[src/rtl/core/zpirf_ram.sv]
// Generic single-write, single-read RAM with registered read data.
`default_nettype none

module zpirf_ram #(
  parameter int WIDTH = 8,
  parameter int DEPTH = 16,
  localparam int AW   = $clog2(DEPTH)
) (
  input  wire logic             clk,
  input  wire logic             we,
  input  wire logic [AW-1:0]    waddr,
  input  wire logic [WIDTH-1:0] wdata,
  input  wire logic [AW-1:0]    raddr,
  output logic      [WIDTH-1:0] rdata
);

  logic [WIDTH-1:0] mem [DEPTH];

  always_ff @(posedge clk) begin
    if (we) begin
      mem[waddr] <= wdata;
    end
    rdata <= mem[raddr];
  end

endmodule

`default_nettype wire

[config.mk]
export PLATFORM = sky130hd
export DESIGN_NAME = zpirf_ram
export DESIGN_NICKNAME = d
export VERILOG_FILES = /design/src/rtl/core/zpirf_ram.sv
export SDC_FILE = /design/constraint.sdc
export NUM_CORES = 1
export LEC_CHECK = 0
export BUFFER_PORTS_ARGS = -buffer_cell sky130_fd_sc_hd__buf_2
export CAP_MARGIN = 0
export CORE_MARGIN = 1
export CORE_UTILIZATION = 50
export CTS_CLUSTER_SIZE = 8
export DETAILED_ROUTE_END_ITERATION = 7
export PLACE_DENSITY_LB_ADDON = 0.05
export SLEW_MARGIN = 20
export SYNTH_ARGS = -nofsm -noshare
export SYNTH_HDL_FRONTEND = slang
export SYNTH_SLANG_ARGS = --single-unit
[constraint.sdc]
create_clock -name clk -period 2.1 [get_ports clk]
set_clock_uncertainty 0.2 [all_clocks]
set_input_delay 0.105 -clock clk [delete_from_list [all_inputs] [get_ports clk]]
set_output_delay 0.105 -clock clk [all_outputs]
set_load 0.005 [all_outputs]
==> flow_summary.ini <==
[status]
status = finished clean

[cts]
worstSkewPairLatency_ns = 0.52
clkTransAtPathRegs_ns = 0.06
cts_buffers = 17
htreeDepth = 4
post_cts_resized = 0
cts_tree = yes
cts_buffer_depth = 2
cts-root-buf = clkbuf_8
clkSinkCount = 136

[synth]
synth_commonest_cells = edfxtp_1, mux4_2, a22oi_1
syn-cell-area_um2 = 5150
synth-edff-count = 128
ys_top_cells_by_area = edfxtp_1, mux4_2, mux4_1, dfxtp_1, a22oi_1
yosys_warnings = 0
synthFlopType = edfxtp_1
ys_types = 19
syn_inst = 229
async_flop_share_pct = 0
synth_nets = 247
synth-seq-cells = 136
synth_top_area_share_pct = 74.7
seq_area_frac_synth_pct = 77.8
synth_top_area_cell = edfxtp_1
avgSynthCellArea_um2 = 22.5
synth.most_common_cell = edfxtp_1

[sta]
setup_viol = 0
rsz0062_at_grt = no
fin_crit_sh_pct = 80.0
final-max-slew-violation-count = 0
final.setup.tns_ns = 0
relSlewSlack_pct = 59.6
max_slew.worst_pin.slew_ns = 0.604
final.min_clock_period_ns = 1.68
fin_ws_ns = 0.421
hold_viol_final = 0
fmax_mhz = 596

[floorplanning]
start_util_pct = 52.2
coreArea_um2 = 9860
die_y_um = 103
std_cell_rows = 36
dieArea_um2 = 10700
io_pins = 26
die_x_um = 103

[drt]
routed_via_density = 5.54
ant_nets = 0
drtIter0Drc = 144
dr.pass1.iters = 4
drc_errors = 0
num_vias = 2461
wire_per_inst_um = 21.9
routed_wl_um = 9740

[worst_setup_path]
critPathCaptureType = register
crit_path_cell_trace = dlygate4sd3_1 > buf_2 > nor3_1 > dlygate4sd3_1 > buf_4
crit_family = buffers and inverters
critPathMaxFanout = 7
required_ns = 2.13
cpMaxStageDelayCell = dlygate4sd3_1
worst_setup_path_start_kind = input pin
cp.arrival_ns = 1.71
cp_slowest_stage_delay_ns = 0.59
cp_common_cell = dlygate4sd3_1
path_buf_inv = 4
crit_type = input pin to register

[global_routing]
track_usage_pct = 20.8
antenna_found_initial = 0
grt_pass1_wl_um = 15000
grt_pass1_vias = 2628
grt-ovfl-total = 0
grt_max_degree = 19

[power]
peakVddDrop_mv = 0.477
power.density_cell_area_nw_per_um2 = 1010
p_leak_nw = 2.18

[flow_run]
drv_cap = 0

[place]
port_buffers = 25
dp_hpwl_um = 6210
place_ws_ns = 0.316
gp_congestion = 0.766

[cells_and_area]
area_delta_synth_final_pct = 22.3
diodes = 0
drive_gt1_share_pct = 31.2
nNetsFinal = 317

[worst_hold_path]
hp-class = input pin to register
[per-layer routing]
| metal | GRT usage, % | up-vias | part of all wire, % |
|---|---|---|---|
| met1 | 28.1 | 1284 | 45 |
| met2 | 33.0 | 60 | 50 |
| met3 | 5.24 | 4 | 4.8 |
| li1 | - | 1113 | - |
| met5 | 0 | - | 0 |
| met4 | 7.80 | 0 | 0.51 |
[final cells by class]
class	instances	area, um^2
Tap cell	133	166
Sequential cell	136	4000
Multi-Input combinational cell	83	1060
Fill cell	681	3570
Timing Repair Buffer	61	465
Clock buffer	21	459
Clock inverter	10	143
[registers in the layout, indices dropped and copies added, names as in the netlist]
signal and cells:
mem 128, rdata 8
[cells by family after synthesis]
kind of cell | synth area share [%]
DFF | 77.8
and+or+nand+nor | 3.18
buffers and inverters | 1.68
muxes | 15.0
AOI/OAI and AO/OA | 2.33
[layout by cell type, fill, tap and decap left out, types with 4 or more instances in the layout]
| cell | n |
|---|---|
| edfxtp_1 | 128 |
| buf_2 | 25 |
| buf_4 | 20 |
| mux4_2 | 18 |
| a22oi_1 | 16 |
| clkbuf_16 | 16 |
| mux4_1 | 14 |
| nor2_1 | 13 |
| dlygate4sd3_1 | 13 |
| nand2_1 | 9 |
| dfxtp_1 | 8 |
| nor3_1 | 4 |
| clkbuf_8 | 4 |
[through the flow]
step	cell area (um^2)	util, %	cells	hold slack [ns]	total power [mW]
2_1_floorplan	5150	-	229	0.00387	3.26
3_3_place_gp	5560	56.4	400	0.291	3.39
3_5_place_dp	5560	56.4	400	0.281	3.40
4_1_cts	6290	63.8	444	0.00575	6.38
5_1_grt	6290	63.8	444	0.0520	6.53
6_report	6290	63.8	444	0.0110	6.33
[worst register-to-register path: stages (launching register included)]
cell,delay (ns)
edfxtp_1,0.35
mux4_1,0.55
a22oi_1,0.25
nand2_1,0.09
[repair_timing]
item,CTS,global route
hold buffers,13,0
hold endpoints to repair,163,0
setup endpoints to repair,0,0
setup buffers,0,0
[report_power, final]
part / switching, mW / internal [mW]
clock network: 1.08 / 1.90
registers: 0.0152 / 3.03
logic: 0.159 / 0.143
total: 1.25 / 5.08
[worst paths after layout]
| path | end | cells past startpoint | slack (ns) | from |
|---|---|---|---|---|
| min | rdata[0]$_DFF_P_ | 4 | 0.01 | raddr[3] |
| max | mem[4][3]$_DFFE_PP_ | 5 | 0.42 | waddr[1] |
| max reg2reg | rdata[1]$_DFF_P_ | 3 | 0.55 | mem[5][1]$_DFFE_PP_ |
| min reg2reg | rdata[0]$_DFF_P_ | 3 | 0.47 | mem[15][0]$_DFFE_PP_ |
Power figures use the tool's default switching activity.
