**src/rtl/core/zpirf_pkg.sv**
```systemverilog
// Shared types, constants and helpers for the zero-phase IIR record filter.
`default_nettype none

package zpirf_pkg;

  localparam int MAX_SAMPLES = 65536;
  localparam int ORDER       = 4;

  // one b0 term, then b[j] and a[j] for j = 1..ORDER
  localparam int NTERM  = 2 * ORDER + 1;
  localparam int TERM_W = $clog2(NTERM);
  localparam int TAP_W  = $clog2(ORDER + 1);
  localparam int HIST_W = (ORDER > 1) ? $clog2(ORDER) : 1;

  localparam int ADDR_W = $clog2(MAX_SAMPLES);
  localparam int CNT_W  = ADDR_W + 1;

  localparam int SAMPLE_W = 16;
  localparam int IDX_W    = 16;
  localparam int OUT_W    = 24;
  localparam int OUT_FRAC = 8;
  localparam int COEF_W   = 32;
  localparam int VAL_W    = 40;
  localparam int LO_W     = 16;
  localparam int HI_W     = VAL_W - LO_W;
  localparam int OPND_W   = HI_W + 1;
  localparam int PROD_W   = COEF_W + OPND_W;
  localparam int COEF_FRAC = 28;
  // hi partial product is scaled by 2^LO_W already
  localparam int HI_SHIFT = COEF_FRAC - LO_W;
  localparam int TVAL_W   = PROD_W + 1 - HI_SHIFT;
  localparam int ACC_W    = TVAL_W + TERM_W;

  localparam int NREG       = 8;
  localparam int CFG_DATA_W = 64;
  localparam int CFG_ADDR_W = $clog2(NREG) + 3;

  localparam logic [COEF_W-1:0]   B0_RST    = 32'sd2152085;
  localparam logic [2*COEF_W-1:0] B_ODD_RST = 64'd0;
  localparam logic [COEF_W-1:0]   B2_RST    = -32'sd4304172;
  localparam logic [COEF_W-1:0]   B4_RST    = 32'sd2152085;
  localparam logic [COEF_W-1:0]   A1_RST    = -32'sd1000576750;
  localparam logic [COEF_W-1:0]   A2_RST    = 32'sd1400870805;
  localparam logic [COEF_W-1:0]   A3_RST    = -32'sd873622445;
  localparam logic [COEF_W-1:0]   A4_RST    = 32'sd204893902;

  localparam logic STATUS_VALID = 1'b0;
  localparam logic STATUS_EMPTY = 1'b1;

  typedef enum logic {
    CMD_PUSH  = 1'b0,
    CMD_FETCH = 1'b1
  } cmd_t;

  typedef enum logic [2:0] {
    REG_B0, REG_B_ODD, REG_B2, REG_B4, REG_A1, REG_A2, REG_A3, REG_A4
  } reg_idx_t;

  typedef enum logic [2:0] {
    ST_IDLE, ST_MAC, ST_DRAIN, ST_STORE, ST_BREAD, ST_BLOAD, ST_FREAD, ST_FRESP
  } state_t;

  typedef struct packed {
    logic [4:0][COEF_W-1:0] b;
    logic [4:1][COEF_W-1:0] a;
  } coef_t;

  // one multiplier issue: lo half (unsigned low 16 bits) or hi half of a value
  typedef struct packed {
    logic              valid;
    logic              is_lo;
    logic              has_lo;
    logic              neg;
    logic              first;
    logic [COEF_W-1:0] coef;
    logic [OPND_W-1:0] opnd;
  } mac_op_t;

  function automatic logic [VAL_W-1:0] sat_val(input logic [ACC_W-1:0] v);
    if ((&v[ACC_W-1:VAL_W-1]) || !(|v[ACC_W-1:VAL_W-1])) begin
      return v[VAL_W-1:0];
    end else if (v[ACC_W-1]) begin
      return {1'b1, {(VAL_W-1){1'b0}}};
    end else begin
      return {1'b0, {(VAL_W-1){1'b1}}};
    end
  endfunction

  // floor to Q16.8, then saturate to the output width
  function automatic logic [OUT_W-1:0] out_val(input logic [VAL_W-1:0] y);
    logic [VAL_W-OUT_FRAC-1:0] s;
    s = y[VAL_W-1:OUT_FRAC];
    if ((&s[VAL_W-OUT_FRAC-1:OUT_W-1]) || !(|s[VAL_W-OUT_FRAC-1:OUT_W-1])) begin
      return s[OUT_W-1:0];
    end else if (s[VAL_W-OUT_FRAC-1]) begin
      return {1'b1, {(OUT_W-1){1'b0}}};
    end else begin
      return {1'b0, {(OUT_W-1){1'b1}}};
    end
  endfunction

endpackage

`default_nettype wire

```
**src/rtl/core/zpirf_mac.sv**
```systemverilog
// Shared 32x25 multiplier with floor-scaling and accumulator, three stages.
`default_nettype none

module zpirf_mac (
  input  wire logic                         clk,
  input  wire logic                         rst,
  input  wire zpirf_pkg::mac_op_t           op,
  output logic      [zpirf_pkg::ACC_W-1:0]  acc,
  output logic                              busy
);
  import zpirf_pkg::*;

  typedef struct packed {
    logic valid;
    logic is_lo;
    logic has_lo;
    logic neg;
    logic first;
  } tag1_t;

  typedef struct packed {
    logic valid;
    logic neg;
    logic first;
  } tag2_t;

  tag1_t                     tag1;
  tag2_t                     tag2;
  logic signed [PROD_W-1:0]  prod;
  logic signed [PROD_W-1:0]  plo;
  logic signed [TVAL_W-1:0]  term;
  logic signed [PROD_W:0]    hsum;
  logic signed [TVAL_W-1:0]  term_next;
  logic signed [ACC_W-1:0]   addend;

  // hi product plus the floored lo product, then floor by 2^12
  always_comb begin
    hsum = {prod[PROD_W-1], prod}
         + (tag1.has_lo ? (PROD_W+1)'(plo >>> LO_W) : '0);
    term_next = TVAL_W'(hsum >>> HI_SHIFT);
    addend = tag2.neg ? -ACC_W'(term) : ACC_W'(term);
  end

  always_ff @(posedge clk) begin
    if (rst) begin
      tag1 <= '0;
      tag2 <= '0;
    end else begin
      tag1 <= '{valid: op.valid, is_lo: op.is_lo, has_lo: op.has_lo,
                neg: op.neg, first: op.first};
      tag2 <= '{valid: tag1.valid && !tag1.is_lo, neg: tag1.neg, first: tag1.first};
    end
  end

  always_ff @(posedge clk) begin
    prod <= $signed(op.coef) * $signed(op.opnd);
    if (tag1.valid && tag1.is_lo) begin
      plo <= prod;
    end
    if (tag1.valid && !tag1.is_lo) begin
      term <= term_next;
    end
    if (tag2.valid) begin
      acc <= (tag2.first ? '0 : acc) + addend;
    end
  end

  assign busy = tag1.valid || tag2.valid;

endmodule

`default_nettype wire

```
**config.mk**
```make
export PLATFORM = sky130hd
export DESIGN_NAME = zpirf_mac
export DESIGN_NICKNAME = d
export VERILOG_FILES = /design/src/rtl/core/zpirf_pkg.sv /design/src/rtl/core/zpirf_mac.sv
export SDC_FILE = /design/constraint.sdc
export NUM_CORES = 2
export LEC_CHECK = 0
export BUFFER_PORTS_ARGS = -buffer_cell sky130_fd_sc_hd__buf_2
export CAP_MARGIN = 20
export CORE_MARGIN = 2
export CORE_UTILIZATION = 69
export CTS_BUF_LIST = sky130_fd_sc_hd__clkbuf_4
export DETAILED_ROUTE_END_ITERATION = 8
export PLACE_DENSITY = 0.86
export SYNTH_ARGS = -nofsm -noshare
export SYNTH_HDL_FRONTEND = slang
export SYNTH_SLANG_ARGS = --single-unit
```
**constraint.sdc**
```tcl
create_clock -name clk -period 13.3 [get_ports clk]
set_clock_uncertainty 0.15 [all_clocks]
set_input_delay 1.995 -clock clk [delete_from_list [all_inputs] [get_ports clk]]
set_output_delay 1.995 -clock clk [all_outputs]
set_load 0.05 [all_outputs]
```
==> summary.md <==
| Metric | Value |
|---|---|
| GRT overflow | `0` |
| CTS sink cnt | `202` |
| FFs w/ async S/R, synth | `0%` |
| Gpl congestion | `0.947` |
| Largest family of logic cells by synthesized area | `adder cells` |
| Horiz. Die Dim | `244 µm` |
| Relative slew margins | `31.0%` |
| Post-DRT Antenna Nets | `0` |
| Flop2flop setup slack | `6.57 ns` |
| Critical Path Stages | `24` |
| Total setup buffers inserted after CTS | `0` |
| Detailed-route wire length | `95100 µm` |
| CP endpoint | `prod[56]$_DFF_P_` |
| Post_cts resized | `0` |
| YS warnings | `0` |
| Initial antenna violation count | `2` |
| First-pass GRT wire length | `157000 µm` |
| CTS Buf Count | `48` |
| Reg2Reg Depth | `20` |
| Post-synthesis sequential area ratio | `13.6%` |
| CP Cell Sequence | `buf_2 > nand2_1 > inv_1 > fa_1 > fa_1 > fa_1 > inv_1 > fa_1 > inv_1 > fa_1 > inv_1 > fa_1 > inv_1 > ha_1 > and3_1 > and3_1 > a221oi_1 > o221ai_1 > a2111o_1 > and2_1 > a221oi_1 > o21ai_0 > a21oi_1 > xnor2_1` |
| FF-to-FF Start | `term[13]$_DFFE_PP_` |
| Detailed placement HPWL | `75500 µm` |
| Largest net degree at the start of global routing | `51` |
| Compound-gate portion of the synthesized area | `7.73%` |
| Hold crit path type | `reg -> reg` |
| Mean Syn Cell Area | `9.57 µm²` |
| CP most frequent cell | `fa_1` |
| DIE AREA | `59600 µm²` |
| Cell taking the most area after synthesis | `fa_1` |
| CP max stage cell | `fa_1` |
| Least-Margin Pin Slew | `1.03 ns` |
| Dominant synthesized flop cell | `edfxtp_1` |
| Xor-xnor portion of the synthesized cell area | `4.25%` |
| I/O Pins | `115` |
| Row Count | `88` |
| Mux cell area share after synthesis | `0.0252%` |
| CP Capture Type | `flip-flop` |
| Residual DRC | `0` |
| Overall Global Routing Usage | `33.2%` |
| Via count | `29100` |
| # port buffers | `114` |
| Core footprint | `57400 µm²` |
| Post-Syn Area | `39800 µm²` |
| Nets | `5305` |
| Routed WL per cell | `19.2 µm` |
| Post-Route Setup TNS | `0 ns` |
| Synth Net Count | `5304` |
| Status | `finished clean` |
| CP Class | `in -> reg` |
| Cells after Synth | `4159` |
| Die H | `244 µm` |
| Maximum fanout along the worst path | `32` |
| Highest Clock Rate | `104 MHz` |
| Via density per instance | `5.85` |
| RSZ-0062 raised after global routing | `no` |
| Synth Register Bits | `202` |
| Area growth syn-to-layout | `4.15%` |
| Vias in the first global route | `31400` |
| Proportion of layout cells with a drive suffix above 1 | `5.43%` |
| CP Data Required Time | `13.64 ns` |
| Clk pin slew, worst setup/hold paths | `0.07 ns` |
| Htree depth | `2` |
| Final hold vios | `0` |
| DR pass1 iterations | `6` |
| Area share of the largest cell type after synthesis | `41.3%` |
| Reg2Reg Capture Point | `acc[48]$_DFFE_PP_` |
| Critical path startpoint category | `input port` |
| DRT iter0 DRCs | `1849` |
| Ratio of final minimum period to clock period | `72.1%` |
| CP delay by family, top | `adder cells` |
| Critical path startpoint | `op[1]` |
| Endpoints failing setup | `0` |
| Initial Util | `69.4%` |
| Synth Area in Simple Gates | `15.9%` |
| Final min period | `9.59 ns` |
| Final slew viol count | `0` |
| Number of synthesized flops with an enable pin | `137` |
| Worst-Skew Late Latency | `0.65 ns` |
| Count of hold-fix buffers inserted at cts | `0` |
| Max Cap Violations | `0` |
| WP buf/inv | `6` |
| Synth cell types | `65` |
| Max Root-Sink Buffers | `3` |
| Critical Path AT | `9.94 ns` |
| Adder-Cell Fraction of Synth Area | `49.5%` |
| Synth area leaders | `fa_1 41%, edfxtp_1 10%, ha_1 8.2%, inv_1 7.5%, and2_1 6.9%` |
| Root Driver | `clkbuf_4` |
| CP peak stage delay | `0.96 ns` |
| CTS tree | `done` |
==> cell usage after synthesis (all sizes together) (30+ instances only) <==
library cell	n
a21o	66
a21oi	155
and2	438
clkbuf	167
dfxtp	65
edfxtp	137
fa	820
ha	261
inv	790
nand2	485
nand3	30
nor2	95
nor2b	70
o21ai	94
xnor2	152
xor2	41
==> routing by layer <==
metal	part of all wire (%)	GRT usage, %
met5	0.0074	0
met4	4.1	12.7
met3	9.5	6.28
met2	48	56.1
met1	38	42.7
==> through the flow <==
| stage | instance area (µm²) | hold WS [ns] | cells | util, % | worst slack, ns |
|---|---|---|---|---|---|
| 6_report | 41400 | 0.291 | 4965 | 72.2 | 3.71 |
| 3_3_place_gp | 40700 | 0.272 | 4872 | 71.0 | 3.39 |
| 3_5_place_dp | 40700 | 0.279 | 4872 | 71.0 | 3.12 |
| 4_1_cts | 41400 | 0.296 | 4961 | 72.1 | 3.82 |
| 2_1_floorplan | 39800 | 0.264 | 4159 | - | 4.35 |
| 5_1_grt | 41400 | 0.314 | 4965 | 72.2 | 3.46 |
==> logic make-up (layout without fill, tap and decap cells) <==
logic type,after synthesis,in the layout
adder cells (fa/ha/maj),1081,1081
multiplexers,1,1
AO/OA/AOI/OAI,478,478
XOR/XNOR,193,193
AND/OR/NAND/NOR,1242,1242
other,0,1
flip-flops,202,202
buffers and inverters,962,1002
==> worst min-delay path by stage <==
stage	cells after the start	endpoint	slack (ns)	start
2_1_floorplan	1	tag2[0]$_SDFF_PP0_	0.26	tag1[0]$_SDFF_PP0_
3_3_place_gp	1	tag2[0]$_SDFF_PP0_	0.27	tag1[0]$_SDFF_PP0_
3_5_place_dp	1	tag2[1]$_SDFF_PP0_	0.28	tag1[1]$_SDFF_PP0_
4_1_cts	1	tag2[1]$_SDFF_PP0_	0.30	tag1[1]$_SDFF_PP0_
5_1_grt	1	tag2[1]$_SDFF_PP0_	0.31	tag1[1]$_SDFF_PP0_
6_report	1	tag2[1]$_SDFF_PP0_	0.29	tag1[1]$_SDFF_PP0_
==> sequential cells by signal, indices dropped and copies added, names as in the netlist <==
name  count
plo      41
term     46
prod     57
acc      50
tag2      3
tag1      5
==> cells in the final DEF, fill, tap and decap left out, drive strengths merged, types with 16 or more instances in the layout <==
cell	netlist	layout
nand2b	20	20
xnor2	152	152
ha	261	261
a31oi	16	16
inv	790	792
nor2b	70	70
o21ai	94	94
clkbuf	167	69
edfxtp	137	137
o21bai	21	21
o21a	19	19
and2	438	438
dfxtp	65	65
a21o	66	66
clkinv	1	16
o31ai	22	22
fa	820	820
nor3	20	20
a21oi	155	155
buf	4	122
or3	21	21
nand3	30	30
xor2	41	41
nor2	95	95
nand4	19	19
nand2	485	485
==> area by class of cell <==
type | count | area [µm²]
Timing Repair Buffer | 122 | 661
Inverter | 791 | 2970
Sequential cell | 202 | 5420
Fill cell | 4015 | 15900
Clock buffer | 69 | 518
Clock inverter | 20 | 144
Antenna cell | 1 | 2.50
Tap cell | 765 | 957
Multi-Input combinational cell | 2995 | 30800
Power is left out: the tool's default activity adds up to more than one toggle a clock period on the data nets, which glitch-free logic cannot reach.
