===== config.mk =====
export PLATFORM = sky130hd
export DESIGN_NAME = zpirf_cfg
export DESIGN_NICKNAME = d
export VERILOG_FILES = /design/src/rtl/core/zpirf_pkg.sv /design/src/rtl/core/zpirf_cfg.sv
export SDC_FILE = /design/constraint.sdc
export NUM_CORES = 1
export LEC_CHECK = 0
export BUFFER_PORTS_ARGS = -buffer_cell sky130_fd_sc_hd__buf_2
export CAP_MARGIN = 20
export CORE_AREA = 2 2 167 169
export CTS_CLUSTER_DIAMETER = 30
export DETAILED_ROUTE_END_ITERATION = 12
export DIE_AREA = 0 0 169 171
export PLACE_DENSITY_LB_ADDON = 0.15
export SLEW_MARGIN = 20
export SYNTH_ARGS = -nofsm -noshare
export SYNTH_HDL_FRONTEND = slang
export SYNTH_SLANG_ARGS = --single-unit

===== constraint.sdc =====
create_clock -name clk -period 1.9 [get_ports clk]
set_clock_uncertainty 0.15 [all_clocks]
set_input_delay 0.19 -clock clk [delete_from_list [all_inputs] [get_ports clk]]
set_output_delay 0.19 -clock clk [all_outputs]
set_load 0.01 [all_outputs]

===== src/rtl/core/zpirf_pkg.sv =====
// Shared types, constants and helpers for the zero-phase IIR record filter.
`default_nettype none

package zpirf_pkg;

  localparam int MAX_SAMPLES = 65536;
  localparam int ORDER       = 4;

  // one b0 term, then b[j] and a[j] for j = 1..ORDER
  localparam int NTERM  = 2 * ORDER + 1;
  localparam int TERM_W = $clog2(NTERM);
  localparam int TAP_W  = $clog2(ORDER + 1);
  localparam int HIST_W = (ORDER > 1) ? $clog2(ORDER) : 1;

  localparam int ADDR_W = $clog2(MAX_SAMPLES);
  localparam int CNT_W  = ADDR_W + 1;

  localparam int SAMPLE_W = 16;
  localparam int IDX_W    = 16;
  localparam int OUT_W    = 24;
  localparam int OUT_FRAC = 8;
  localparam int COEF_W   = 32;
  localparam int VAL_W    = 40;
  localparam int LO_W     = 16;
  localparam int HI_W     = VAL_W - LO_W;
  localparam int OPND_W   = HI_W + 1;
  localparam int PROD_W   = COEF_W + OPND_W;
  localparam int COEF_FRAC = 28;
  // hi partial product is scaled by 2^LO_W already
  localparam int HI_SHIFT = COEF_FRAC - LO_W;
  localparam int TVAL_W   = PROD_W + 1 - HI_SHIFT;
  localparam int ACC_W    = TVAL_W + TERM_W;

  localparam int NREG       = 8;
  localparam int CFG_DATA_W = 64;
  localparam int CFG_ADDR_W = $clog2(NREG) + 3;

  localparam logic [COEF_W-1:0]   B0_RST    = 32'sd2152085;
  localparam logic [2*COEF_W-1:0] B_ODD_RST = 64'd0;
  localparam logic [COEF_W-1:0]   B2_RST    = -32'sd4304172;
  localparam logic [COEF_W-1:0]   B4_RST    = 32'sd2152085;
  localparam logic [COEF_W-1:0]   A1_RST    = -32'sd1000576750;
  localparam logic [COEF_W-1:0]   A2_RST    = 32'sd1400870805;
  localparam logic [COEF_W-1:0]   A3_RST    = -32'sd873622445;
  localparam logic [COEF_W-1:0]   A4_RST    = 32'sd204893902;

  localparam logic STATUS_VALID = 1'b0;
  localparam logic STATUS_EMPTY = 1'b1;

  typedef enum logic {
    CMD_PUSH  = 1'b0,
    CMD_FETCH = 1'b1
  } cmd_t;

  typedef enum logic [2:0] {
    REG_B0, REG_B_ODD, REG_B2, REG_B4, REG_A1, REG_A2, REG_A3, REG_A4
  } reg_idx_t;

  typedef enum logic [2:0] {
    ST_IDLE, ST_MAC, ST_DRAIN, ST_STORE, ST_BREAD, ST_BLOAD, ST_FREAD, ST_FRESP
  } state_t;

  typedef struct packed {
    logic [4:0][COEF_W-1:0] b;
    logic [4:1][COEF_W-1:0] a;
  } coef_t;

  // one multiplier issue: lo half (unsigned low 16 bits) or hi half of a value
  typedef struct packed {
    logic              valid;
    logic              is_lo;
    logic              has_lo;
    logic              neg;
    logic              first;
    logic [COEF_W-1:0] coef;
    logic [OPND_W-1:0] opnd;
  } mac_op_t;

  function automatic logic [VAL_W-1:0] sat_val(input logic [ACC_W-1:0] v);
    if ((&v[ACC_W-1:VAL_W-1]) || !(|v[ACC_W-1:VAL_W-1])) begin
      return v[VAL_W-1:0];
    end else if (v[ACC_W-1]) begin
      return {1'b1, {(VAL_W-1){1'b0}}};
    end else begin
      return {1'b0, {(VAL_W-1){1'b1}}};
    end
  endfunction

  // floor to Q16.8, then saturate to the output width
  function automatic logic [OUT_W-1:0] out_val(input logic [VAL_W-1:0] y);
    logic [VAL_W-OUT_FRAC-1:0] s;
    s = y[VAL_W-1:OUT_FRAC];
    if ((&s[VAL_W-OUT_FRAC-1:OUT_W-1]) || !(|s[VAL_W-OUT_FRAC-1:OUT_W-1])) begin
      return s[OUT_W-1:0];
    end else if (s[VAL_W-OUT_FRAC-1]) begin
      return {1'b1, {(OUT_W-1){1'b0}}};
    end else begin
      return {1'b0, {(OUT_W-1){1'b1}}};
    end
  endfunction

endpackage

`default_nettype wire


===== src/rtl/core/zpirf_cfg.sv =====
// APB-style coefficient register file.
`default_nettype none

module zpirf_cfg (
  input  wire logic                              clk,
  input  wire logic                              rst,
  input  wire logic                              psel,
  input  wire logic                              penable,
  input  wire logic                              pwrite,
  input  wire logic [zpirf_pkg::CFG_ADDR_W-1:0]  paddr,
  input  wire logic [zpirf_pkg::CFG_DATA_W-1:0]  pwdata,
  output logic      [zpirf_pkg::CFG_DATA_W-1:0]  prdata,
  output logic                                   pready,
  output zpirf_pkg::coef_t                       coefs
);
  import zpirf_pkg::*;

  logic [COEF_W-1:0]   coef_b0;
  logic [2*COEF_W-1:0] coef_b_odd;
  logic [COEF_W-1:0]   coef_b2;
  logic [COEF_W-1:0]   coef_b4;
  logic [COEF_W-1:0]   coef_a1;
  logic [COEF_W-1:0]   coef_a2;
  logic [COEF_W-1:0]   coef_a3;
  logic [COEF_W-1:0]   coef_a4;
  reg_idx_t            sel;
  logic                wr;

  assign pready = 1'b1;
  assign sel    = reg_idx_t'(paddr[CFG_ADDR_W-1:3]);
  assign wr     = psel && penable && pwrite;

  always_ff @(posedge clk) begin
    if (rst) begin
      coef_b0    <= B0_RST;
      coef_b_odd <= B_ODD_RST;
      coef_b2    <= B2_RST;
      coef_b4    <= B4_RST;
      coef_a1    <= A1_RST;
      coef_a2    <= A2_RST;
      coef_a3    <= A3_RST;
      coef_a4    <= A4_RST;
    end else if (wr) begin
      unique case (sel)
        REG_B0:    coef_b0    <= pwdata[COEF_W-1:0];
        REG_B_ODD: coef_b_odd <= pwdata;
        REG_B2:    coef_b2    <= pwdata[COEF_W-1:0];
        REG_B4:    coef_b4    <= pwdata[COEF_W-1:0];
        REG_A1:    coef_a1    <= pwdata[COEF_W-1:0];
        REG_A2:    coef_a2    <= pwdata[COEF_W-1:0];
        REG_A3:    coef_a3    <= pwdata[COEF_W-1:0];
        REG_A4:    coef_a4    <= pwdata[COEF_W-1:0];
      endcase
    end
  end

  always_comb begin
    unique case (sel)
      REG_B0:    prdata = {{COEF_W{1'b0}}, coef_b0};
      REG_B_ODD: prdata = coef_b_odd;
      REG_B2:    prdata = {{COEF_W{1'b0}}, coef_b2};
      REG_B4:    prdata = {{COEF_W{1'b0}}, coef_b4};
      REG_A1:    prdata = {{COEF_W{1'b0}}, coef_a1};
      REG_A2:    prdata = {{COEF_W{1'b0}}, coef_a2};
      REG_A3:    prdata = {{COEF_W{1'b0}}, coef_a3};
      REG_A4:    prdata = {{COEF_W{1'b0}}, coef_a4};
    endcase
  end

  always_comb begin
    coefs.b[0] = coef_b0;
    coefs.b[1] = coef_b_odd[2*COEF_W-1:COEF_W];
    coefs.b[2] = coef_b2;
    coefs.b[3] = coef_b_odd[COEF_W-1:0];
    coefs.b[4] = coef_b4;
    coefs.a[1] = coef_a1;
    coefs.a[2] = coef_a2;
    coefs.a[3] = coef_a3;
    coefs.a[4] = coef_a4;
  end

endmodule

`default_nettype wire


==> insert_results.sql, run 1 <==
INSERT INTO impl_metrics (metric_group, metric, value, unit) VALUES
('status', 'result_of_the_run', 'complete, but fails checks', ''),
('status', 'violations', 'setup timing', ''),
('yosys', 'syn_area_per_cell', '7.73', 'sq um'),
('finish', 'finish.net_count', '2218', ''),
('yosys', 'synth_warnings', '0', ''),
('yosys', 'synth_edf_count', '0', ''),
('yosys', 'synth-seq-cells', '288', ''),
('yosys', 'yosysTopAreaCell', 'sky130_fd_sc_hd__dfxtp_1', ''),
('detailed_routing', 'met3_wirelength', '5070', 'um'),
('critical_path', 'worst_ep_arrival_time', '1.79', 'ns'),
('finish', 'final-seq-area', '5860', 'sq um'),
('floorplan', 'floorplan.initialDensity', '46.9', '%'),
('critical_path', 'setup.worst_path.start', 'coef_b2[1]', ''),
('finish', 'mostFrequentLayoutCell', 'sky130_fd_sc_hd__nand2_1', ''),
('finish', 'post-route-util', '71.0', '%'),
('cts', 'clock_tree.buffer_depth', '3', ''),
('timing', 'rsz0062_at_grt', 'yes', ''),
('timing', 'post-route-worst-setup-slack', '-0.232', 'ns'),
('cts', 'tritoncts', 'yes', ''),
('critical_path', 'worstPathCellList', 'inv_1 -> a221oi_2 -> buf_4 -> a221oi_2 -> nor2_1 -> buf_2', ''),
('finish', 'post_route_cells_drive_above_1_share', '38.1', '%'),
('power', 'power_density', '974', 'nW/um^2'),
('cts', 'cts.reportedPaths.clkPinSlew', '0.05', 'ns'),
('global_route', 'global_route.overflow_total', '0', ''),
('floorplan', 'die_h', '171', 'um'),
('min_path', 'hold_class', 'input pin to flip-flop', ''),
('critical_path', 'worstSetupStartpointType', 'flip-flop', ''),
('detailed_routing', 'max_used_layer', 'met4', ''),
('detailed_routing', 'm1WireLength', '23100', 'um'),
('cts', 'ctsHtreeMaxLevel', '2', ''),
('critical_path', 'critPathMostFrequentCell', 'sky130_fd_sc_hd__a221oi_2', ''),
('detailed_routing', 'first_iter_violations', '1205', ''),
('detailed_routing', 'route.vias.total', '14100', ''),
('critical_path', 'required', '1.56', 'ns'),
('detailed_routing', 'wl_per_cell', '21.5', 'um'),
('critical_path', 'worst-setup-path-type', 'flip-flop to output pin', ''),
('yosys', 'ys_dominant_reg_cell', 'sky130_fd_sc_hd__dfxtp_1', ''),
('global_route', 'first_global_vias', '12900', ''),
('timing', 'min_period', '2.13', 'ns'),
('finish', 'finalInstanceArea', '19400', 'sq um'),
('critical_path', 'timing.reg2reg.worst_path_depth', '3', ''),
('floorplan', 'ios', '428', ''),
('yosys', 'post_synthesis_net_count', '1731', ''),
('cts', 'clock_buffers_created_by_tritoncts', '59', ''),
('yosys', 'postSynthCellCount', '1656', ''),
('timing', 'worst_slew_margin_rel', '60.7', '%'),
('yosys', 'synth.area.top_cells', 'sky130_fd_sc_hd__dfxtp_1, sky130_fd_sc_hd__nand2_1, sky130_fd_sc_hd__a21oi_1', ''),
('detailed_routing', 'met2_wirelength', '24700', 'um'),
('critical_path', 'rr_endpoint', 'coef_b2[21]', ''),
('timing', 'report.final.slew_viol_count', '0', ''),
('floorplan', 'fp.coreArea', '27300', 'sq um'),
('job', 'max-cap-violations', '0', ''),
('yosys', 'combinational_family_with_the_most_area_after_synthesis', 'simple AND/OR/NAND/NOR gates', ''),
('critical_path', 'critical_path.reg2reg.startpoint', 'coef_b2[21]', ''),
('power', 'max-vdd-ir-drop', '0.793', 'mV'),
('critical_path', 'worst_setup_path_endpoint', 'prdata[1]', ''),
('timing', 'worst_pin_slew', '0.590', 'ns'),
('placed_design', 'placed_area', '15700', 'sq um'),
('global_route', 'largest_net_degree_at_the_start_of_global_routing', '82', ''),
('yosys', 'compound_cell_area_share_of_the_yosys_netlist', '17.1', '%'),
('timing', 'fmaxAchievable', '469', 'MHz'),
('yosys', 'yosys.cell_types.count', '40', ''),
('detailed_routing', 'postRouteWirelength', '54500', 'um'),
('global_route', 'antenna_violations_before_repair', '2', ''),
('timing', 'hold_viol', '0', ''),
('finish', 'multi_input_area', '6750', 'sq um'),
('critical_path', 'rrSetupSlack', '0.90', 'ns'),
('placed_design', 'hpwlAfterDp', '37300', 'um'),
('floorplan', 'core.rowCount', '61', ''),
('yosys', 'yosys.area_share.adder', '0', '%'),
('timing', 'final-setup-viol-count', '31', '');
-- routing by layer --
metal / global-route usage, % / up-vias
li1: - / 6527
met3: 7.75 / 106
met4: 12.8 / 0
met1: 48.9 / 6652
met5: 0 / -
met2: 55.7 / 785
-- final cells by class --
type / instances / share of cell area (%)
Sequential cell: 288 / 30.2
Antenna cell: 2 / 0.0258
Clock buffer: 69 / 8.34
Timing Repair Buffer: 597 / 20.8
Tap cell: 346 / 2.23
Inverter: 31 / 0.600
Multi-Input combinational cell: 1166 / 34.8
Clock inverter: 40 / 2.90
-- sequential cells by signal (all words and copies together) (netlist names) --
register    count
coef_a3        32
coef_a2        32
coef_b2        32
coef_a4        32
coef_b4        32
coef_b0        32
coef_a1        32
coef_b_odd     64
-- how the worst min path moves through the flow --
stage	from	to	cells after the start
floorplan	pwdata[32]	coef_b_odd[32]	2
global placement	pwdata[59]	coef_b_odd[59]	3
detailed placement	pwdata[60]	coef_b_odd[60]	3
CTS	rst	coef_a3[9]	2
global route	rst	coef_a3[9]	2
finish	rst	coef_a3[20]	2
-- critical path, delay by kind of cell, from the launching register on --
| family | cells | cell delay, ns |
|---|---|---|
| buf+inv | 3 | 0.39 |
| flops | 1 | 0.33 |
| compound gates | 2 | 0.32 |
| simple gates | 1 | 0.19 |
-- kinds of logic after synthesis --
group,after synthesis
simple gates,804
compound gates,328
flops,288
buf+inv,202
mux,33
other cells,1
-- power breakdown --
part	switching (W)	internal, W	total, W
clock network	0.00346	0.00769	0.0112
registers	0.0000525	0.00611	0.00617
logic	0.000913	0.000662	0.00157
total	0.00443	0.0145	0.0189
-- stage by stage --
stage	hold WS [ns]	TNS, ns	total power [W]	instances	setup WS, ns
6_report	0.0721	-3.55	0.0189	2539	-0.232
3_3_place_gp	0.283	-0.433	0.00757	2345	-0.0763
5_1_grt	0.0908	-5.55	0.0193	2539	-0.275
4_1_cts	0.0578	-3.50	0.0189	2529	-0.198
2_1_floorplan	0.176	0	0.00696	1656	0.261
3_5_place_dp	0.288	-1.53	0.00758	2345	-0.0816
-- synth_stat cells (all sizes together), types with 2 or more instances --
cell       n
or2        3
and2      33
nor2b      7
a221oi    58
clkbuf    58
nand2b    31
a22o      29
nand3      2
o32a       2
a22oi      2
o2bb2ai   28
nand2    544
a211o     19
buf      113
mux2i     32
a21oi    182
dfxtp    288
nand3b    90
inv       31
or3        2
nor2      86
nor3       2
-- timing repair --
action,CTS,global route
resized for setup,142,54
endpoints found under the setup margin,32,58
setup buffers,11,8
cloned,0,0
pin swaps,36,30
endpoints found under the hold margin,288,0
hold buffers,64,0
Note: power is estimated with default switching activity, not from simulation.
==> run 2: changes to the inputs <==
Settings changed: ABC_AREA set to 1, CORE_AREA 2 2 167 169 to 2 2 168 170, CTS_CLUSTER_DIAMETER 30 to not set, DIE_AREA 0 0 169 171 to 0 0 170 172.
Clock period 1.9 ns to 2.2 ns, I/O delays scaled along.
==> run 2 against run 1 <==
Net effect:
- the flow now finishes without violations
- register-to-register slack lost 0.03 ns
- clock-buffer cell count decreased by 20
- first-iteration DRC count increased by 59%
- non-clock buffer count shrank 55
- sequential share of layout area is 3.5 points higher
- setup slack better by 0.26 ns
- synthesized area increased by 1.1%
- clock power shrank 48%
- sequential power fell by 13%
- largest power group unchanged
==> insert_results.sql, run 2 <==
INSERT INTO impl_metrics (metric_group, metric, value, unit) VALUES
('yosys', 'commonest_cells_in_the_netlist', 'sky130_fd_sc_hd__nor2_1, sky130_fd_sc_hd__nand2_1, sky130_fd_sc_hd__dfxtp_1, sky130_fd_sc_hd__nand3_1, sky130_fd_sc_hd__o21ai_0', ''),
('floorplan', 'floorplan.initialDensity', '47.1', '%'),
('timing', 'fmaxAchievable', '459', 'MHz'),
('finish', 'largest_register_ff_count', '64', ''),
('finish', 'post_route_cells_drive_above_1_share', '24.0', '%'),
('power', 'power_density', '727', 'nW/um^2'),
('floorplan', 'die_area', '29200', 'sq um'),
('yosys', 'synth_edf_count', '0', ''),
('placed_design', 'gp_routability_congestion', '0.905', ''),
('critical_path', 'worst-setup-path-type', 'flip-flop to output pin', ''),
('placed_design', 'placement.setup.worst_slack', '0.137', 'ns'),
('placed_design', 'placed_area', '15300', 'sq um'),
('detailed_routing', 'drt-pass1-iter-count', '5', ''),
('yosys', 'dominant_cell_by_count_in_the_synthesized_netlist', 'sky130_fd_sc_hd__nor2_1', ''),
('timing', 'hold_viol', '0', ''),
('finish', 'area_delta_synth_final', '31.8', '%'),
('yosys', 'yosys.cell_types.count', '24', ''),
('yosys', 'postSynth.asyncResetShare', '0', '%'),
('global_route', 'grt_first_pass_wirelength', '85500', 'um'),
('cts', 'tritoncts', 'yes', ''),
('cts', 'ctsHtreeMaxLevel', '1', ''),
('job', 'max-cap-violations', '0', ''),
('finish', 'post-route-util', '62.1', '%'),
('critical_path', 'path_buf_inv', '1', ''),
('timing', 'final-setup-viol-count', '0', ''),
('power', 'static-leakage-power', '8.55', 'nW'),
('detailed_routing', 'drt-vias-per-instance', '5.77', ''),
('detailed_routing', 'detail_route.drc_violations', '0', ''),
('timing', 'post-route-worst-setup-slack', '0.0236', 'ns'),
('critical_path', 'cp_endpoint_kind', 'output pin', ''),
('yosys', 'synth.yosys.seq_area_share', '44.5', '%'),
('yosys', 'synth_warnings', '0', ''),
('cts', 'clock_buffers_created_by_tritoncts', '31', ''),
('cts', 'cts.reportedPaths.clkPinSlew', '0.06', 'ns'),
('cts', 'post-cts-setup-buffer-count', '0', ''),
('timing', 'rsz0062_at_grt', 'no', ''),
('detailed_routing', 'first_iter_violations', '1921', ''),
('global_route', 'antenna_violations_before_repair', '0', ''),
('critical_path', 'critPathMaxFanout', '3', ''),
('status', 'result_of_the_run', 'completed', ''),
('detailed_routing', 'postRouteWirelength', '58800', 'um'),
('min_path', 'hold_class', 'input pin to flip-flop', ''),
('timing', 'final.setup.tns', '0', 'ns'),
('floorplan', 'die_w', '170', 'um'),
('timing', 'min_period_over_period', '98.9', '%'),
('timing', 'final.hold.worst_slack', '0.115', 'ns'),
('timing', 'worst_pin_slew', '0.722', 'ns'),
('yosys', 'postSynthCellCount', '1903', ''),
('finish', 'mostFrequentLayoutCell', 'sky130_fd_sc_hd__nor2_1', ''),
('placed_design', 'hpwlAfterDp', '39700', 'um'),
('critical_path', 'worstPathCellList', 'nand4_1 -> nand2_1 -> nor2_1 -> nand3_1 -> buf_2', ''),
('floorplan', 'ios', '428', ''),
('yosys', 'syn_area_per_cell', '6.81', 'sq um'),
('detailed_routing', 'route.vias.total', '15400', ''),
('yosys', 'yosysTopAreaCell', 'sky130_fd_sc_hd__dfxtp_1', ''),
('yosys', 'ys_dominant_reg_cell', 'sky130_fd_sc_hd__dfxtp_1', ''),
('cts', 'clk_latency', '0.55', 'ns'),
('global_route', 'global_route.overflow_total', '0', ''),
('critical_path', 'worstSetupStartpointType', 'flip-flop', ''),
('critical_path', 'worst_path_max_delay_cell', 'sky130_fd_sc_hd__dfxtp_1', ''),
('global_route', 'first_global_vias', '13600', ''),
('finish', 'most-common-layout-cells', 'sky130_fd_sc_hd__nor2_1, sky130_fd_sc_hd__buf_2, sky130_fd_sc_hd__nand2_1', ''),
('floorplan', 'core.rowCount', '61', ''),
('placed_design', 'placement.io_buffers', '423', ''),
('cts', 'clk_root_buffer_cell', 'sky130_fd_sc_hd__clkbuf_16', ''),
('detailed_routing', 'wl_per_cell', '22.1', 'um'),
('power', 'max-vdd-ir-drop', '0.483', 'mV'),
('yosys', 'top_area_cell_type_share_of_the_netlist_area', '44.5', '%'),
('floorplan', 'fp.coreArea', '27500', 'sq um'),
('yosys', 'synth.area.top_cells', 'sky130_fd_sc_hd__dfxtp_1, sky130_fd_sc_hd__nor2_1, sky130_fd_sc_hd__nand2_1', ''),
('timing', 'min_period', '2.18', 'ns'),
('global_route', 'global_route.usage.total', '38.5', '%'),
('floorplan', 'die_h', '172', 'um'),
('critical_path', 'crit_path_max_incr_delay', '0.34', 'ns'),
('cts', 'tritoncts_sink_count', '288', ''),
('timing', 'worst_slew_margin_rel', '51.8', '%'),
('finish', 'finish.net_count', '2363', ''),
('cts', 'clock_tree.buffer_depth', '3', ''),
('yosys', 'post_synthesis_net_count', '1978', ''),
('yosys', 'post_synth_instance_area', '13000', 'sq um'),
('finish', 'top_register', 'coef_b_odd', ''),
('timing', 'report.final.slew_viol_count', '0', ''),
('global_route', 'largest_net_degree_at_the_start_of_global_routing', '118', ''),
('detailed_routing', 'postRouteAntennaNets', '0', ''),
('critical_path', 'worst_ep_arrival_time', '1.81', 'ns'),
('yosys', 'synth-seq-cells', '288', ''),
('finish', 'finalInstanceArea', '17100', 'sq um'),
('critical_path', 'required', '1.83', 'ns'),
('critical_path', 'critical_path.top_delay_family', 'simple AND/OR/NAND/NOR gates', '');
## run 2: changes by cell type in the layout (fill, tap and decap cells not counted), sizes merged, moves of 45 or more
cell / delta
a21oi: -182
a221oi: -58
buf: -56
inv: +45
nand2: -184
nand3: +158
nand3b: -90
nand4: +130
nor2: +348
nor3: +62
o21ai: +179
## run 2: cell families (layout without fill, tap and decap cells)
| family | count (synthesis) | after routing | synth area share, % |
|---|---|---|---|
| and+or+nand+nor | 1149 | 1149 | 38.7 |
| DFF | 288 | 288 | 44.5 |
| buffers and inverters | 267 | 676 | 8.80 |
| AOI/OAI and AO/OA | 198 | 198 | 8.00 |
| other | 1 | 2 | 0.0290 |
## run 2: per-layer routing
metal	vias to the layer above	part of all wire, %	track usage, %
met5	-	0	0
met4	0	5.7	19.4
met3	180	12	10.1
met2	1016	44	59.6
met1	7157	39	49.8
li1	6997	-	-
## run 2: area by class of cell
cell class	instances	area [sq um]
Antenna cell	1	2.50
Clock buffer	49	1000
Clock inverter	8	140
Fill cell	2547	10400
Inverter	77	294
Multi-Input combinational cell	1348	6050
Sequential cell	288	5770
Tap cell	346	433
Timing Repair Buffer	542	3380
## run 2: tightest hold or removal path: stages
cell,delay (ns)
sky130_fd_sc_hd__buf_2,0.12
sky130_fd_sc_hd__inv_1,0.05
sky130_fd_sc_hd__nor2_1,0.07
sky130_fd_sc_hd__nand2_2,0.15
sky130_fd_sc_hd__o21ai_0,0.09
sky130_fd_sc_hd__nor2_1,0.08
## run 2: final timing paths
check,cells past startpoint,end,startpoint,slack (ns)
max reg2reg,3,coef_b0[10],coef_b0[10],0.87
min reg2reg,2,coef_b0[15],coef_b0[15],0.33
max,5,prdata[10],coef_b_odd[10],0.02
min,6,coef_a4[5],pwrite,0.12
## run 2: timing repair
| action | in CTS | in global routing |
|---|---|---|
| setup endpoints to repair | 0 | 0 |
| endpoints found under the hold margin | 275 | 0 |
| resized for setup | 0 | 0 |
| hold buffers | 66 | 0 |
## run 2: metrics by stage
stage | power, W | std cells
floorplan | 0.00605 | 1903
global placement | 0.00658 | 2535
detailed placement | 0.00659 | 2535
CTS | 0.0124 | 2658
global route | 0.0127 | 2658
finish | 0.0124 | 2659
## run 2: power breakdown
part           total [W]  internal [W]  leakage (nW)  switching, W
registers        0.00534       0.00528          2.33     0.0000582
clock network    0.00580       0.00357         0.572       0.00223
logic            0.00127      0.000406          5.65      0.000860
total             0.0124       0.00926          8.55       0.00315
